$ cat config.mk
export PLATFORM = sky130hd
export DESIGN_NAME = pba_ctrl
export DESIGN_NICKNAME = d
export VERILOG_FILES = /design/src/rtl/pba_pkg.sv /design/src/rtl/pba_ctrl.sv
export SDC_FILE = /design/constraint.sdc
export NUM_CORES = 1
export LEC_CHECK = 0
export BUFFER_PORTS_ARGS = -buffer_cell sky130_fd_sc_hd__clkbuf_2
export CAP_MARGIN = 20
export CORE_ASPECT_RATIO = 1.4
export CORE_MARGIN = 5
export CORE_UTILIZATION = 30
export CTS_CLUSTER_SIZE = 8
export DETAILED_ROUTE_END_ITERATION = 8
export HOLD_SLACK_MARGIN = 0.03
export MAX_ROUTING_LAYER = met4
export PLACE_DENSITY = 0.56
export SLEW_MARGIN = 20
export SYNTH_ARGS = -nofsm -noshare
export SYNTH_HDL_FRONTEND = slang
export SYNTH_SLANG_ARGS = --single-unit
$ cat constraint.sdc
create_clock -name clk -period 11.24 [get_ports clk]
set_input_delay 0.562 -clock clk [delete_from_list [all_inputs] [get_ports clk]]
set_output_delay 0.562 -clock clk [all_outputs]
set_load 0.005 [all_outputs]
$ cat src/rtl/pba_pkg.sv
// Shared constants and types of the packed bit-field array.
package pba_pkg;

    localparam int IDX_W         = 13;
    localparam int VAL_W         = 32;
    localparam int CFG_W         = 6;
    localparam int S_TDATA_W     = 48;
    localparam int MEM_BYTES_DEF = 1024;
    localparam int MAX_WIDTH_DEF = 32;

    localparam logic [CFG_W-1:0] WIDTH_RESET = 6'd8;

    localparam logic CMD_READ  = 1'b0;
    localparam logic CMD_WRITE = 1'b1;

    // Strobes from the sequencer to the byte store.
    typedef struct packed {
        logic rd;
        logic wr;
    } mem_ctl_t;

endpackage

$ cat src/rtl/pba_ctrl.sv
// Sequencer: element span arithmetic and the byte-at-a-time merge unit.
module pba_ctrl #(
    parameter int MEM_BYTES = pba_pkg::MEM_BYTES_DEF,
    parameter int MAX_WIDTH = pba_pkg::MAX_WIDTH_DEF
) (
    input  logic                         clk,
    input  logic                         rst_n,
    input  logic                         start,
    input  logic                         cmd,
    input  logic [pba_pkg::IDX_W-1:0]    idx,
    input  logic [pba_pkg::VAL_W-1:0]    val,
    input  logic [pba_pkg::CFG_W-1:0]    width,
    input  logic                         out_free,
    output logic                         idle,
    output logic                         done,
    output logic [pba_pkg::VAL_W-1:0]    res_value,
    output logic                         res_oor,
    output pba_pkg::mem_ctl_t            mem_ctl,
    output logic [$clog2(MEM_BYTES)-1:0] mem_addr,
    output logic [7:0]                   mem_wdata,
    input  logic [7:0]                   mem_rdata
);
    import pba_pkg::*;

    localparam int AW     = $clog2(MEM_BYTES);
    localparam int WW     = $clog2(MAX_WIDTH + 1);
    localparam int PROD_W = IDX_W + WW;
    localparam int NB_MAX = (MAX_WIDTH + 14) / 8;
    localparam int CNT_W  = (NB_MAX > 1) ? $clog2(NB_MAX) : 1;
    localparam int ACC_W  = 8 * NB_MAX;
    localparam logic [31:0] TOTAL_BITS = 32'(MEM_BYTES * 8);

    localparam logic [2:0] S_IDLE  = 3'd0;
    localparam logic [2:0] S_MUL   = 3'd1;
    localparam logic [2:0] S_SETUP = 3'd2;
    localparam logic [2:0] S_RD    = 3'd3;
    localparam logic [2:0] S_MRG   = 3'd4;
    localparam logic [2:0] S_FIN   = 3'd5;

    logic [2:0]                  state_reg, state_next;
    logic                        cmd_reg, cmd_next;
    logic [IDX_W-1:0]            idx_reg, idx_next;
    logic [VAL_W-1:0]            val_reg, val_next;
    logic [PROD_W-1:0]           start_reg, start_next;
    logic [AW-1:0]               addr_reg, addr_next;
    logic [CNT_W-1:0]            cnt_reg, cnt_next;
    logic [NB_MAX-1:0][7:0]      wdat_reg, wdat_next;
    logic [NB_MAX-1:0][7:0]      wmsk_reg, wmsk_next;
    logic [ACC_W-1:0]            acc_reg, acc_next;
    logic [2:0]                  tail_reg, tail_next;
    logic                        oor_reg, oor_next;

    logic [WW-1:0]    w_eff;
    logic [ACC_W-1:0] elem_mask;
    logic [PROD_W-1:0] end_c;
    logic [2:0]       tail_c;
    logic             oor_c;
    logic [31:0]      lo32;
    logic [31:0]      hi32;
    logic [ACC_W-1:0] res_full;
    logic [7:0]       byte_mask;
    logic [7:0]       byte_data;

    // Widths above the supported maximum saturate.
    assign w_eff     = (width > MAX_WIDTH) ? WW'(MAX_WIDTH) : WW'(width);
    assign elem_mask = (ACC_W'(1) << w_eff) - ACC_W'(1);

    always_comb
    begin
        end_c     = start_reg + PROD_W'(w_eff);
        // Bits of the last byte that lie after the element's least significant bit.
        tail_c    = 3'(3'd0 - end_c[2:0]);
        oor_c     = 32'(end_c) > TOTAL_BITS;
        lo32      = 32'(start_reg) >> 3;
        hi32      = (32'(end_c) - 32'd1) >> 3;
        res_full  = (acc_reg >> tail_reg) & elem_mask;
        byte_mask = wmsk_reg[cnt_reg];
        byte_data = wdat_reg[cnt_reg];
    end

    always_comb
    begin
        state_next = state_reg;
        cmd_next   = cmd_reg;
        idx_next   = idx_reg;
        val_next   = val_reg;
        start_next = start_reg;
        addr_next  = addr_reg;
        cnt_next   = cnt_reg;
        wdat_next  = wdat_reg;
        wmsk_next  = wmsk_reg;
        acc_next   = acc_reg;
        tail_next  = tail_reg;
        oor_next   = oor_reg;
        mem_ctl    = '0;
        mem_wdata  = (mem_rdata & ~byte_mask) | (byte_data & byte_mask);
        case (state_reg)
            S_IDLE:
            begin
                if (start)
                begin
                    cmd_next   = cmd;
                    idx_next   = idx;
                    val_next   = val;
                    state_next = S_MUL;
                end
            end
            S_MUL:
            begin
                start_next = PROD_W'(idx_reg) * PROD_W'(w_eff);
                state_next = S_SETUP;
            end
            S_SETUP:
            begin
                tail_next  = tail_c;
                oor_next   = oor_c;
                addr_next  = AW'(lo32);
                cnt_next   = CNT_W'(hi32 - lo32);
                acc_next   = '0;
                wdat_next  = (ACC_W'(val_reg) & elem_mask) << tail_c;
                wmsk_next  = elem_mask << tail_c;
                if (oor_c || (w_eff == '0))
                begin
                    state_next = S_FIN;
                end
                else
                begin
                    state_next = S_RD;
                end
            end
            S_RD:
            begin
                mem_ctl.rd = 1'b1;
                state_next = S_MRG;
            end
            S_MRG:
            begin
                mem_ctl.wr = (cmd_reg == CMD_WRITE);
                acc_next   = {acc_reg[ACC_W-9:0], mem_rdata};
                if (cnt_reg == '0)
                begin
                    state_next = S_FIN;
                end
                else
                begin
                    cnt_next   = cnt_reg - CNT_W'(1);
                    addr_next  = addr_reg + AW'(1);
                    state_next = S_RD;
                end
            end
            S_FIN:
            begin
                if (out_free)
                begin
                    state_next = S_IDLE;
                end
            end
            default:
            begin
                state_next = S_IDLE;
            end
        endcase
    end

    always_ff @(posedge clk or negedge rst_n)
    begin
        if (!rst_n)
        begin
            state_reg <= S_IDLE;
        end
        else
        begin
            state_reg <= state_next;
        end
    end

    always_ff @(posedge clk)
    begin
        cmd_reg   <= cmd_next;
        idx_reg   <= idx_next;
        val_reg   <= val_next;
        start_reg <= start_next;
        addr_reg  <= addr_next;
        cnt_reg   <= cnt_next;
        wdat_reg  <= wdat_next;
        wmsk_reg  <= wmsk_next;
        acc_reg   <= acc_next;
        tail_reg  <= tail_next;
        oor_reg   <= oor_next;
    end

    assign idle      = (state_reg == S_IDLE);
    assign done      = (state_reg == S_FIN) && out_free;
    assign res_oor   = oor_reg;
    assign res_value = ((cmd_reg == CMD_READ) && !oor_reg) ? VAL_W'(res_full) : '0;
    assign mem_addr  = addr_reg;

endmodule

==> results.md <==
- RePlAce Congestion: 0.925
- Post-synth top cells: edfxtp_1 (200), mux2i_1 (153), nand2_1 (119)
- Fin Clk Skew: 0.0206 ns
- Worst setup EP type: primary output
- Net count after synthesis: 1,599
- CP Buf/Inv Count: 4
- Avg Synthesized Cell Area: 10.5 um^2
- Critical path class: in2out
- Arr. time, crit path: 5.07 ns
- Overflow after GRT: 0
- Layout cells sized above 1: 17.8%
- Sequential area share after synthesis: 39.9%
- PortBufs: 118
- Crit path required time: 10.68 ns
- Initial core utilization: 30.4%
- First-pass GRT wire length: 71.0 mm
- Final Cycle Share: 50.1%
- Synth warn: 0
- Total power: 4.59 mW
- Vias: 11,600
- I/O pin count: 119
- Max Slew Vio Count: 0
- Hold WC Path Type: in2reg
- Synth Cell Area: 15,200 um^2
- Max incr delay on CP: 0.93 ns
- Worst-path maximum fanout: 26
- Fin crit period: 5.64 ns
- Placed Area: 16,400 um^2
- Vias in the first global route: 11,900
- Net count, final: 1,679
- Worst-Skew Late Latency: 0.56 ns
- PostCTS Resize Cnt: 0
- Largest cells by area after synthesis: edfxtp_1 (39%), mux2i_1 (10%), fa_1 (6.0%), and2_1 (4.0%), mux4_2 (3.4%)
- Worst slew pin tran: 1.09 ns
- Overall routing resource usage: 16.7%
- Share of the synthesized area in the top cell type: 39.5%
- CTS tree: built
- Iteration-0 DRC count of the detailed router: 641
- Crit path cell chain: clkbuf_2, nand2b_1, inv_1, nor2_1, nand3_1, ha_1, inv_1, o22ai_1, nor3b_1, clkbuf_2
- Fmax: 0.177 GHz
- Leakage Power: 6.78 nW
- Remaining antenna violation count after routing: 0
- Delay-heaviest family, CP: buffers and inverters
- Cell count after synthesis: 1,448
- Core footprint: 50,100 um^2
- Slew Limit Headroom: 27.5%
- Setup bufs post-CTS: 0
- Die Wd: 200 um
- Die height: 277 um
- Initial antenna violation count: 7
- Yosys cell types: 94
- Setup TNS: 0 ns
- VDD IR-drop max: 0.162 mV
- Startpoint type of the worst setup path: primary input
- HPWL after DPL: 36.0 mm
- Final Setup Violations: 0
- Status: finished clean
- WL final: 46.6 mm
- Max Buffers Root-to-Sink: 3
- Main synth FF type: edfxtp_1
- H-tree Lvls: 1
- CTS root buf: clkbuf_16
- PD cells: 267 nW/um^2
- Vias per cell: 5.30
- DRC: 0
- Max cap viols: 0
- Initial DRT Pass Iterations: 6
- Clock slew at reported path FFs: 0.06 ns
- Post-synth EDFFs: 200
- Yosys reg bits: 203
- Largest net degree at the start of global routing: 82
- Final Hold Viols: 0
- RSZ-0062 raised after global routing: no
- Site Rows: 97
- Area growth syn-to-layout: 13.1%
- Clock sink total: 203
- Full die area: 55,400 um^2
- Leading area contributor after synthesis: edfxtp_1
- Most frequent cell after synthesis: edfxtp_1
- Number of buffers created by CTS: 29
- Largest register FFs: 40
- Ys async rst share: 1.48%
- Routed wire per std cell: 21.3 um
- Critical path's slowest cell: o22ai_1
- Post-route cell area: 17,200 um^2
[repair_timing]
item                                   4_1_cts  5_1_grt
endpoints found under the hold margin        3        0
setup endpoints to repair                    0        0
hold buffers                                 1        0
[final timing paths]
kind | start | to | slack [ns] | cells after the start
hold / removal | idx[11] | idx_reg[11] | 0.18 | 1
min in group asynchronous | rst_n | state_reg[1] | 0.34 | 2
setup reg to reg | idx_reg[3] | start_reg[18] | 6.65 | 14
setup / recovery | width[2] | res_value[16] | 5.60 | 10
hold reg to reg | state_reg[0] | state_reg[0] | 0.55 | 1
max in group asynchronous | rst_n | state_reg[0] | 10.78 | 2
[cells by family after synthesis]
group / count (synthesis) / synth area share [%]
AND/OR/NAND/NOR: 463 / 15.8
AO/OA/AOI/OAI: 282 / 12.4
XOR/XNOR: 35 / 2.06
multiplexers: 207 / 15.8
buffers and inverters: 171 / 4.60
adder cells (fa/ha/maj): 87 / 9.42
flip-flops: 203 / 39.9
[power breakdown]
group	internal (mW)	total, mW	switching, mW
Clock	0.468	0.793	0.325
Combinational	0.924	2.33	1.41
Sequential	1.28	1.46	0.183
Total	2.67	4.59	1.92
[final cells by class]
type / count / area (um^2)
clock buffers: 40 / 777
fillers: 5096 / 32900
well taps: 643 / 805
inverters: 80 / 300
flip-flops and latches: 203 / 6080
repair buffers: 140 / 758
diodes: 8 / 20.0
clock inverters: 1 / 5.00
multi-input cells: 1074 / 8470
[through the flow]
| stage | setup slack [ns] | cells | hold WS (ns) | utilization (%) |
|---|---|---|---|---|
| final | 5.60 | 2189 | 0.176 | 34.4 |
| after global routing | 5.50 | 2188 | 0.170 | 34.3 |
| after CTS | 5.69 | 2181 | 0.160 | 34.3 |
| after detailed placement | 5.38 | 2139 | 0.370 | 32.7 |
| after global placement | 5.47 | 2139 | 0.369 | 32.7 |
| after floorplan | 6.04 | 1448 | 0.266 | - |
[layout by cell type, fill, tap and decap left out, types with 9 or more instances in the layout]
master     count
a211oi_1       9
a21oi_1       67
a31oi_1       16
and2_1        96
and3_1        14
buf_4         21
clkbuf_1      10
clkbuf_16     29
clkbuf_2     118
edfxtp_1     200
fa_1          46
ha_1          40
inv_1         74
mux2_2        31
mux2i_1      153
mux4_2        23
nand2_1      119
nand3_1       28
nor2_1        87
nor3_1        42
nor3b_1       15
o211ai_1      11
o21a_1        10
o21ai_0       73
o21ai_1        9
or2_2          9
xnor2_1       21
xor2_1        12
[layer usage]
metal | global-route usage [%] | share of wire, % | vias up
met4 | 7.13 | 4.9 | 0
met5 | - | 0 | -
met1 | 18.7 | 38 | 5662
li1 | - | - | 5456
met3 | 2.60 | 5.2 | 113
met2 | 29.6 | 52 | 366
(Power assumes the default switching activity.)
